### config.mk
export PLATFORM = sky130hd
export DESIGN_NAME = l2s_div_step
export DESIGN_NICKNAME = d
export VERILOG_FILES = /design/src/rtl/l2s_pkg.sv /design/src/rtl/l2s_div_step.sv
export SDC_FILE = /design/constraint.sdc
export NUM_CORES = 1
export LEC_CHECK = 0
export ABC_AREA = 0
export BUFFER_PORTS_ARGS = -buffer_cell sky130_fd_sc_hd__buf_4
export CAP_MARGIN = 10
export CORE_ASPECT_RATIO = 0.75
export CORE_MARGIN = 2
export CORE_UTILIZATION = 30
export CTS_BUF_LIST = sky130_fd_sc_hd__clkbuf_4 sky130_fd_sc_hd__clkbuf_8 sky130_fd_sc_hd__clkbuf_16
export CTS_CLUSTER_DIAMETER = 60
export DETAILED_ROUTE_END_ITERATION = 8
export PLACE_DENSITY = 0.56
export SYNTH_ARGS = -nofsm -noshare
export SYNTH_HDL_FRONTEND = slang
export SYNTH_SLANG_ARGS = --single-unit
### constraint.sdc
create_clock -name aclk -period 5.6 [get_ports aclk]
set_clock_uncertainty 0.1 [all_clocks]
set_input_delay 0.56 -clock aclk [delete_from_list [all_inputs] [get_ports aclk]]
set_output_delay 0.56 -clock aclk [all_outputs]
set_load 0.02 [all_outputs]
### src/rtl/l2s_pkg.sv
// Shared constants for the linear index to subscripts converter.
package l2s_pkg;

    localparam int SIZE_WIDTH    = 32;
    localparam int SUB_WIDTH     = 32;
    localparam int IN_WIDTH      = 32;
    localparam int NUM_SIZE_REGS = 6;
    localparam int CFG_IDX_WIDTH = 3;

    typedef logic [CFG_IDX_WIDTH-1:0] cfg_idx_t;
    typedef logic [SIZE_WIDTH-1:0]    size_t;

    localparam cfg_idx_t REG_SIZE_DIM0 = cfg_idx_t'(0);
    localparam cfg_idx_t REG_SIZE_LAST = cfg_idx_t'(NUM_SIZE_REGS - 1);

    typedef struct packed {
        logic en;
        logic valid;
    } l2s_ctrl_t;

endpackage

### src/rtl/l2s_div_step.sv
// One restoring division step: one quotient bit per stage.
module l2s_div_step import l2s_pkg::*; #(
    parameter int QW = 32
) (
    input  logic          aclk,
    input  logic          aresetn,
    input  l2s_ctrl_t     ctrl,
    input  logic [QW-1:0] in_a,
    input  logic [QW-1:0] in_r,
    input  size_t         divisor,
    output logic          out_valid,
    output logic [QW-1:0] out_a,
    output logic [QW-1:0] out_r
);

    logic [SIZE_WIDTH:0] trial;
    logic [SIZE_WIDTH:0] diff;
    logic                ge;
    logic                valid_reg;
    logic [QW-1:0]       a_reg;
    logic [QW-1:0]       r_reg;
    logic [QW-1:0]       a_next;
    logic [QW-1:0]       r_next;

    always_comb begin
        trial  = (SIZE_WIDTH+1)'({in_r, in_a[QW-1]});
        diff   = trial - {1'b0, divisor};
        ge     = trial >= {1'b0, divisor};
        r_next = ge ? diff[QW-1:0] : trial[QW-1:0];
        a_next = {in_a[QW-2:0], ge};
    end

    always_ff @(posedge aclk) begin
        if (!aresetn) begin
            valid_reg <= 1'b0;
        end else if (ctrl.en) begin
            valid_reg <= ctrl.valid;
        end
        if (ctrl.en) begin
            a_reg <= a_next;
            r_reg <= r_next;
        end
    end

    assign out_valid = valid_reg;
    assign out_a     = a_reg;
    assign out_r     = r_reg;

endmodule
== Yosys cells after proc, flatten, opt, wreduce, memory -nomap -nowiden ==
Cells that the tools add are included.

* Add/sub/neg operators: 1
* Magnitude comparators: 1
* Mux-type cells: 1

{| class="wikitable"
|+ Operator list
! cell !! number
|-
| $ge 33x32->1 || 1
|-
| $mux 32 || 1
|-
| $sub 32x32->32 || 1
|}

* Register bits after elaboration: 65
* Bits of input ports: 100
* Output and inout bits: 65
* Logic and storage cells: 6

== Logic depth before layout (Yosys ltp) ==
Gate-level depths: netlist (run 1).

* Depth in word-level cells: 2
* Gate-level depth with buffers: 13
* Mapped depth without buffers: 12

== Worst setup path before layout (run 1) ==
Ideal clock, no wire load.

* Path type: input to register
* From: input port divisor[7]
* To: register r_reg[13] (netlist: out_r[13]), data pin
* Library setup time: 0.262 ns
* Arrival time: 3.069 ns
* Data required time: 5.238 ns
* Slack: 2.169 ns
* Cell stages on the path: 12
* Path buffers: 2
* Cells stage by stage: inv_1 ha_1 buf_2 nand4_1 or4_1 a21oi_1 nor3_1 a211oi_2 o21ai_2 o31ai_4 buf_4 mux2_1

* Cells in the longest elaborated chain, start to end: 2
* Elaborated cells on any way between the ends: 3
* Classes of those cells: add/sub: 1; order compare: 1; mux: 1

{| class="wikitable"
|+ Ends and longest elaborated chain
! what !! RTL line !! source
|-
| from (decl) || l2s_div_step.sv:10 || <nowiki>input size_t divisor,</nowiki>
|-
| $sub 32x32->32 or $ge 33x32->1 (tied branches) || l2s_div_step.sv:27, l2s_div_step.sv:28 ||
|-
| $mux 32 (*) || l2s_div_step.sv:29 || <nowiki>r_next = ge ? diff[QW-1:0] : trial[QW-1:0];</nowiki>
|-
| named net r_next[13] || l2s_div_step.sv:23 || <nowiki>logic [QW-1:0] r_next;</nowiki>
|-
| to (signal assigned) || l2s_div_step.sv:41 || <nowiki>r_reg <= r_next;</nowiki>
|-
| to (decl) || l2s_div_step.sv:21 || <nowiki>logic [QW-1:0] r_reg;</nowiki>
|}

The timed path passes the listed nets; every way through them passes the cells marked *.
A chain may end at the register's enable or synchronous reset.

== Worst setup path after layout (run 1) ==
* From: input port in_r[15]
* To: register r_reg[14] (netlist: out_r[14]), data pin

* Cells in the longest elaborated chain, start to end: 2

{| class="wikitable"
|+ Ends and longest elaborated chain
! what !! RTL line !! source
|-
| from (decl) || l2s_div_step.sv:9 || <nowiki>input logic [QW-1:0] in_r,</nowiki>
|-
| $ge 33x32->1 || l2s_div_step.sv:28 || <nowiki>ge = trial >= {1'b0, divisor};</nowiki>
|-
| $mux 32 || l2s_div_step.sv:29 ||
|-
| named net r_next[14] || l2s_div_step.sv:23 ||
|}

The timed path passes the listed nets, and every way through them passes these cells.

==> flow_metrics.py, run 1 <==
metrics = {
    "die": {
        "fp-row-count": 37,
        "core_um2": 13700,
        "die_x_um": 140,
        "num_io_pins": 165,
        "start_util_pct": 30.5,
        "die_h_um": 106,
        "dieArea_um2": 14900,
    },
    "logic_synthesis": {
        "synthTopCellsByArea": "edfxtp_1, ha_1, a21oi_1",
        "yosys_warnings": 0,
        "synth_nets": 543,
        "yosys.area.top_type": "edfxtp_1",
        "mappedNetlistArea_um2": 4170,
        "synth-seq-area-share_pct": 46.6,
        "avgSynthCellArea_um2": 10.2,
        "synthTopCellsByCount": "edfxtp_1, a21oi_1, inv_1, nor2_1, ha_1",
        "syn_inst": 410,
        "yosysUniqueCellTypes": 48,
        "synth_ff_type": "edfxtp_1",
        "synth.most_common_cell": "edfxtp_1",
        "synth-edff-count": 64,
        "synth-seq-cells": 65,
        "synthArstFlopShare_pct": 0,
        "netlist.area_leader.share_pct": 46.1,
    },
    "timing": {
        "setup-tns-final_ns": 0,
        "fin_crit_sh_pct": 67.0,
        "fmax_mhz": 267,
        "setup_viol": 0,
        "period_needed_ns": 3.75,
        "drv_slew": 0,
        "rsz0062_at_grt": "no",
        "hold_viol": 0,
        "worstMarginPinSlew_ns": 0.883,
        "layout_setup_ws_ns": 1.85,
        "slew_headroom_pct": 41.1,
    },
    "routing": {
        "ant_nets": 0,
        "drc": 20,
        "wl_um": 11600,
        "drt_iter0_drc": 195,
        "vias_per_cell": 4.85,
        "num_vias": 3638,
        "wl_per_cell_um": 15.5,
        "firstDrtPassIters": 7,
    },
    "clock_network": {
        "ctsResizeCount": 0,
        "clockRootBuffer": "clkbuf_16",
        "cts_buffer_depth": 2,
        "cts_tree": "built",
        "postCtsSetupBuffers": 0,
        "hold_buffers": 0,
        "clock_sinks": 65,
        "insertion_delay_ns": 0.33,
        "cts.reportedPaths.clkPinSlew_ns": 0.06,
        "cts_buffers": 9,
        "htree_num_levels": 3,
    },
    "critical_path": {
        "critPathSlowestCell": "or4_1",
        "cpPeakStageDelay_ns": 0.50,
        "path_max_fanout": 26,
        "worstSetupEndpointType": "register",
        "required_ns": 5.58,
        "path_class": "input port to register",
        "cp_common_cell": "buf_4",
        "worstPathArrival_ns": 3.73,
        "timing.critical_path.buf_inv": 3,
        "cp_cell_sequence": "buf_4 > ha_1 > nand4_1 > or4_1 > a21oi_1 > nor3_1 > a211oi_2 > o21ai_2 > o31ai_4 > buf_4 > buf_4 > a21oi_1",
        "worst_setup_path_start_kind": "input port",
        "cpLargestDelayFamily": "compound AO/OA/AOI/OAI gates",
    },
    "placement": {
        "post-place-ws_ns": 1.45,
        "gp_congestion": 0.805,
        "dp_hpwl_um": 8880,
        "placed_area_um2": 5540,
        "io_buffers": 164,
    },
    "layout": {
        "multi_input_area_um2": 1990,
        "nNetsFinal": 703,
        "antenna-diode-count": 0,
        "regArea_um2": 1940,
        "syn_to_final_growth_pct": 40.2,
        "drive_above_1_share_pct": 33.4,
        "fin_area_um2": 5840,
        "nFillCells": 1343,
    },
    "power_and_ir_drop": {
        "powerDensity_nw_per_um2": 290,
        "power.leakage_nw": 2.63,
        "vdd_drop_max_mv": 0.106,
    },
    "global_routing": {
        "grt_use_total_pct": 15.7,
        "antenna_found_initial": 0,
        "grt_pass1_vias": 3592,
        "grt_first_pass_wirelength_um": 18200,
        "grt-ovfl-total": 0,
        "grt_max_degree": 66,
    },
    "job": {
        "maxCapViolations": 0,
    },
    "hold_path": {
        "hold_path.class": "input port to register",
    },
    "status": {
        "status": "finished, violations left",
        "violations": "DRC",
    },
}
stage by stage:
step / hold WS, ns / power [mW] / util (%) / cells
after floorplan: 0.489 / 0.934 / - / 410
after global placement: 0.411 / 1.14 / 40.6 / 734
after detailed placement: 0.419 / 1.14 / 40.6 / 734
after CTS: 0.285 / 1.71 / 42.8 / 750
after global routing: 0.283 / 1.78 / 42.8 / 750
final: 0.303 / 1.69 / 42.8 / 750
per-layer routing:
layer	up-vias	routed length, um	GRT usage, %
met1	1677	5480	21.4
met5	-	0	0
met3	12	866	4.23
li1	1812	-	-
met2	137	5130	24.7
met4	0	129	4.33
where the power goes:
group	switching (mW)	internal, mW
clock	0.220	0.343
combinational	0.274	0.227
sequential	0.0175	0.610
total	0.511	1.18
cells by family after synthesis:
logic type      count (synthesis)  synth area share [%]
flops                          65                  46.6
simple gates                   99                  11.0
xor+xnor                       27                  5.68
fa+ha+maj                      33                  10.1
mux                            13                  3.42
buf+inv                        55                  5.50
compound gates                118                  17.7
layout by cell type (no fill, tap or decap), types with 4 or more instances in the layout:
| master | synthesis | layout |
|---|---|---|
| o21ai_0 | 16 | 16 |
| o211ai_1 | 4 | 4 |
| mux2_1 | 4 | 4 |
| clkbuf_16 | 0 | 9 |
| nand2_1 | 27 | 27 |
| o21a_1 | 6 | 6 |
| mux2_2 | 6 | 6 |
| nand2b_1 | 4 | 4 |
| xnor2_1 | 16 | 16 |
| a21oi_1 | 54 | 54 |
| ha_1 | 32 | 32 |
| nand4_1 | 7 | 7 |
| nor2_1 | 36 | 36 |
| a31oi_1 | 5 | 5 |
| a21o_1 | 12 | 12 |
| nor4_1 | 4 | 4 |
| nand3_1 | 8 | 8 |
| buf_4 | 3 | 166 |
| inv_1 | 38 | 38 |
| edfxtp_1 | 64 | 64 |
| xor2_1 | 11 | 11 |
cell type report:
| type | count | share of cell area (%) |
|---|---|---|
| multi-input combinational | 290 | 34.1 |
| sequential | 65 | 33.2 |
| clock inverter | 7 | 1.22 |
| tap | 175 | 3.75 |
| timing repair buffer | 166 | 21.3 |
| inverter | 38 | 2.44 |
| clock buffer | 9 | 3.86 |
path summary, 6_finish.rpt:
path	cells after the start	start	endpoint	slack [ns]
setup / recovery	12	in_r[15]	out_r[14]$_DFFE_PP_	1.85
hold / removal	1	in_a[11]	out_a[12]$_DFFE_PP_	0.30
setup reg to reg	2	out_valid$_SDFFE_PN0P_	out_valid$_SDFFE_PN0P_	4.89
hold reg to reg	2	out_valid$_SDFFE_PN0P_	out_valid$_SDFFE_PN0P_	0.45
state kept, by name, indices dropped and copies added (netlist names):
name       count
out_a         32
out_r         32
out_valid      1
worst reg2reg max path: cells and delay by family, from the launching register on:
family        cells  cell delay (ns)
mux               1             0.13
simple gates      1             0.06
flops             1             0.31
Note: power is estimated with default switching activity, not from simulation.
==> inputs of run 2 (changes only) <==
Settings changed: ABC_AREA 0 to 1.
Clock period 5.6 ns to 3 ns, I/O delays scaled along.
==> run 2 against run 1 <==
  * The flow now finishes without violations
  * Non-clock buffer count rose by 1
  * Sequential power increased by 85%
  * Critical path depth unchanged
  * Area after synthesis rose by 23%
  * Largest cell class unchanged
  * Largest power group unchanged
==> flow_metrics.py, run 2 <==
metrics = {
    "status": {
        "status": "finished, final reports clean",
    },
    "timing": {
        "hold_slack_ns": 0.0306,
        "period_needed_ns": 2.61,
        "rsz0062_at_grt": "no",
        "setup_viol": 0,
        "fin_crit_sh_pct": 87.1,
        "fmax_mhz": 383,
        "slew_headroom_pct": 38.9,
        "hold_viol": 0,
        "worstMarginPinSlew_ns": 0.915,
        "drv_slew": 0,
    },
    "critical_path": {
        "worstPathArrival_ns": 2.61,
        "timing.critical_path.buf_inv": 2,
        "cpPeakStageDelay_ns": 0.70,
        "cpLargestDelayFamily": "simple AND/OR/NAND/NOR gates",
        "reg2reg_slack_ns": 2.24,
        "worst_setup_path_start_kind": "input port",
        "critPathSlowestCell": "nor2_4",
        "path_class": "input port to register",
        "cp_cell_sequence": "buf_4 > ha_1 > nand2_1 > inv_1 > nand2_1 > nand2_1 > a21oi_1 > nand2_1 > nor2_4 > nand2_8 > nand3_1 > nand2_1",
        "path_max_fanout": 35,
        "worstSetupEndpointType": "register",
        "required_ns": 3.00,
        "cp_common_cell": "nand2_1",
    },
    "die": {
        "die_x_um": 155,
        "start_util_pct": 30.5,
        "die_h_um": 117,
        "dieArea_um2": 18100,
        "num_io_pins": 165,
        "fp-row-count": 41,
        "core_um2": 16800,
    },
    "clock_network": {
        "cts_buffer_depth": 2,
        "insertion_delay_ns": 0.34,
        "htree_num_levels": 3,
        "hold_buffers": 0,
        "ctsResizeCount": 0,
        "clockRootBuffer": "clkbuf_16",
        "cts.reportedPaths.clkPinSlew_ns": 0.06,
        "clock_sinks": 65,
        "cts_buffers": 9,
        "cts_tree": "built",
        "postCtsSetupBuffers": 0,
    },
    "power_and_ir_drop": {
        "vdd_drop_max_mv": 0.248,
        "power.leakage_nw": 3.74,
        "powerDensity_nw_per_um2": 484,
    },
    "routing": {
        "firstDrtPassIters": 6,
        "ant_nets": 0,
        "wl_per_cell_um": 14.1,
        "vias_per_cell": 4.43,
        "wl_um": 15500,
        "drt_iter0_drc": 355,
        "drc": 0,
        "num_vias": 4887,
    },
    "logic_synthesis": {
        "yosys.area.top_type": "edfxtp_1",
        "synth-edff-count": 64,
        "synth.most_common_cell": "nand2_1",
        "yosys_warnings": 0,
        "synth-seq-area-share_pct": 38.0,
        "synth_ff_type": "edfxtp_1",
        "netlist.area_leader.share_pct": 37.6,
        "synthArstFlopShare_pct": 0,
        "synth_nets": 848,
        "yosysUniqueCellTypes": 27,
        "synth-seq-cells": 65,
        "mappedNetlistArea_um2": 5120,
        "synthTopCellsByArea": "edfxtp_1, nand2_1, inv_1",
        "syn_inst": 715,
        "synthTopCellsByCount": "nand2_1, inv_1, edfxtp_1, nand3_1, nor2_1",
        "avgSynthCellArea_um2": 7.16,
    },
    "layout": {
        "nNetsFinal": 1016,
        "syn_to_final_growth_pct": 34.1,
        "antenna-diode-count": 0,
        "final_cells": 1103,
        "final_cell_mix": "nand2_1, buf_4, inv_1",
        "drive_above_1_share_pct": 23.2,
        "nFillCells": 1762,
        "final_common_cell": "nand2_1",
    },
    "placement": {
        "io_buffers": 164,
        "dp_hpwl_um": 12400,
        "gp_congestion": 0.928,
        "place_inst": 1087,
    },
    "global_routing": {
        "grt-ovfl-total": 0,
        "antenna_found_initial": 0,
        "grt_first_pass_wirelength_um": 24300,
        "grt_use_total_pct": 17.4,
        "grt_max_degree": 67,
        "grt_pass1_vias": 4617,
    },
    "hold_path": {
        "hold_path.class": "input port to register",
    },
    "job": {
        "maxCapViolations": 0,
    },
}
run 2: changes by cell type after synthesis, moves of 5 or more:
cell	before	now
nand2_1	27	274
inv_1	38	151
nand3_1	8	56
a21oi_1	54	22
xnor2_1	16	1
o21ai_0	16	3
nand3_2	0	11
a21o_1	12	2
nand3b_1	1	11
and2_1	1	8
mux2_2	6	0
o21a_1	6	0
a31oi_1	5	0
clkbuf_1	5	0
run 2: final timing paths:
check / from / end / cells past startpoint
min reg2reg: out_valid$_SDFFE_PN0P_ / out_valid$_SDFFE_PN0P_ / 2
max: in_r[27] / out_r[29]$_DFFE_PP_ / 12
min: in_a[27] / out_a[28]$_DFFE_PP_ / 1
max reg2reg: out_valid$_SDFFE_PN0P_ / out_valid$_SDFFE_PN0P_ / 2
run 2: metal layers:
metal	track usage (%)	wire length [um]	up-vias
li1	-	-	2556
met1	26.2	8230	2151
met2	25.6	6030	171
met3	3.61	1120	9
met4	3.70	118	0
met5	0	0	-
run 2: cells by family after synthesis:
logic type                 count (synthesis)  synth area share, %
AOI/OAI and AO/OA                         27                 2.74
xor gates and xnor gates                  14                 2.40
buffers and inverters                    161                 12.8
and+or+nand+nor                          415                 35.9
adders and majority gates                 33                 8.22
DFF                                       65                 38.0
run 2: stage by stage:
stage	util, %	worst slack (ns)	total power [mW]	TNS (ns)	cell area, um2
2_1_floorplan	-	0.985	1.81	0	5120
3_3_place_gp	39.1	0.0396	2.21	0	6550
3_5_place_dp	39.1	-0.0163	2.22	-0.0163	6550
4_1_cts	40.9	0.370	3.36	0	6860
5_1_grt	40.9	0.0917	3.51	0	6860
6_report	40.9	0.387	3.32	0	6860
run 2: cell type report:
cell class / instances / area (um2) / area share, %
multi-input cells: 489 / 2520 / 36.7
flip-flops and latches: 65 / 1940 / 28.3
repair buffers: 167 / 1250 / 18.3
inverters: 151 / 567 / 8.26
well taps: 215 / 269 / 3.92
clock buffers: 9 / 225 / 3.28
clock inverters: 7 / 83.8 / 1.22
run 2: where the power goes:
group / switching (mW) / internal, mW
Combinational: 0.624 / 0.413
Sequential: 0.0311 / 1.13
Clock: 0.460 / 0.660
==> inputs of run 3 (changes only) <==
Settings changed: ABC_AREA 1 to unset, PLACE_DENSITY 0.56 to 0.58.
==> run 3 against run 2 <==
  * The flow now finishes with violations (DRC)
  * Combinational power hardly changed
  * First-iteration DRC count is 28% lower
  * Critical endpoint is now out_r[30]$_DFFE_PP_
  * Largest cell class unchanged
  * Core utilization is 5.4 points higher
  * Highest routed layer unchanged
  * Critical path type unchanged
==> flow_metrics.py, run 3 (same netlist as run 1, synthesis figures left out) <==
metrics = {
    "global_routing": {
        "antenna_found_initial": 0,
        "grt_first_pass_wirelength_um": 18200,
        "grt_use_total_pct": 15.7,
        "grt-ovfl-total": 0,
        "grt_pass1_vias": 3617,
        "grt_max_degree": 66,
    },
    "clock_network": {
        "ctsResizeCount": 1,
        "cts_buffer_depth": 2,
        "cts_buffers": 9,
        "postCtsSetupBuffers": 0,
        "hold_buffers": 0,
        "htree_num_levels": 3,
        "insertion_delay_ns": 0.34,
        "cts.reportedPaths.clkPinSlew_ns": 0.06,
        "cts_tree": "built",
        "clock_sinks": 65,
        "clockRootBuffer": "clkbuf_16",
    },
    "die": {
        "fp-row-count": 37,
        "num_io_pins": 165,
        "die_x_um": 140,
        "start_util_pct": 30.5,
        "die_h_um": 106,
        "dieArea_um2": 14900,
        "core_um2": 13700,
    },
    "power_and_ir_drop": {
        "power_mw": 3.36,
        "vdd_drop_max_mv": 0.218,
        "power.leakage_nw": 2.86,
        "powerDensity_nw_per_um2": 531,
    },
    "routing": {
        "drt_iter0_drc": 254,
        "ant_nets": 0,
        "vias_per_cell": 4.79,
        "firstDrtPassIters": 8,
        "wl_per_cell_um": 14.7,
        "drc": 19,
        "wl_um": 11700,
        "num_vias": 3786,
    },
    "timing": {
        "layout_setup_ws_ns": 0.181,
        "worstMarginPinSlew_ns": 0.859,
        "rsz0062_at_grt": "no",
        "setup_viol": 0,
        "slew_headroom_pct": 42.8,
        "fin_crit_sh_pct": 94.0,
        "drv_slew": 0,
        "setup-tns-final_ns": 0,
        "hold_viol": 0,
        "fmax_mhz": 355,
        "period_needed_ns": 2.82,
    },
    "placement": {
        "io_buffers": 164,
        "dp_hpwl_um": 9150,
        "placed_area_um2": 5990,
        "post-place-ws_ns": -0.350,
        "gp_congestion": 0.900,
    },
    "critical_path": {
        "worstPathArrival_ns": 2.81,
        "worstSetupEndpointType": "register",
        "required_ns": 2.99,
        "worst_setup_path_start_kind": "input port",
        "path_max_fanout": 3,
        "path_class": "input port to register",
    },
    "layout": {
        "syn_to_final_growth_pct": 51.9,
        "nFillCells": 1321,
        "fin_area_um2": 6330,
        "nNetsFinal": 744,
        "multi_input_area_um2": 2140,
        "regArea_um2": 1940,
        "antenna-diode-count": 0,
        "final_common_cell": "buf_4",
        "drive_above_1_share_pct": 41.4,
        "final_cell_mix": "buf_4, edfxtp_1, a21oi_1",
        "utilization_pct": 46.3,
    },
    "status": {
        "violations": "DRC",
        "status": "finished, violations left",
    },
    "job": {
        "maxCapViolations": 0,
    },
    "hold_path": {
        "hold_path.class": "input port to register",
    },
}
-- run 3: changes by cell type in the layout (fill, tap and decap cells not counted), sizes merged, moves of 14 or more --
cell / previous run / this run
a21oi: 22 / 54
xnor2: 1 / 16
buf: 167 / 207
inv: 155 / 39
nand2: 279 / 27
nand3: 67 / 8
o21ai: 3 / 17
-- run 3: per-layer routing --
metal	vias to the layer above	wire length [um]	track usage [%]
li1	1898	-	-
met1	1729	5460	21.1
met2	140	5090	24.3
met3	19	954	4.59
met4	0	158	5.41
met5	-	0	0
-- run 3: path summary, 6_finish.rpt --
check / slack, ns / cells past startpoint / from / endpoint
worst max register to register: 2.30 / 2 / out_valid$_SDFFE_PN0P_ / out_valid$_SDFFE_PN0P_
worst min register to register: 0.44 / 2 / out_valid$_SDFFE_PN0P_ / out_valid$_SDFFE_PN0P_
worst min-delay path: 0.03 / 1 / in_a[5] / out_a[6]$_DFFE_PP_
worst max-delay path: 0.18 / 13 / in_a[31] / out_r[30]$_DFFE_PP_
-- run 3: power breakdown --
group	internal [mW]	switching (mW)	total (mW)
logic	0.504	0.539	1.04
registers	1.14	0.0322	1.17
clock network	0.727	0.420	1.15
total	2.37	0.991	3.36
-- run 3: per-stage QoR --
stage / std cells / hold WS, ns
after CTS: 791 / 0.00911
after floorplan: 410 / 0.299
after global routing: 791 / 0.0156
after detailed placement: 775 / 0.380
final: 791 / 0.0317
after global placement: 775 / 0.378
-- run 3: area by class of cell --
cell class,count,share of cell area [%]
clock buffer,9,3.56
clock inverter,7,1.48
inverter,38,2.45
multi-input combinational,290,33.8
sequential,65,30.7
tap,175,3.46
timing repair buffer,207,24.6
-- run 3: worst max-delay path: stages --
cell and delay, ns:
buf_4 0.08, inv_1 0.04, ha_1 0.22, fa_1 0.39, nand2b_1 0.19, a21oi_2 0.15, o21ai_1 0.12, o311a_1 0.36
a31oi_4 0.23, a21oi_2 0.12, o41ai_2 0.24, xor2_1 0.10, mux2_4 0.26
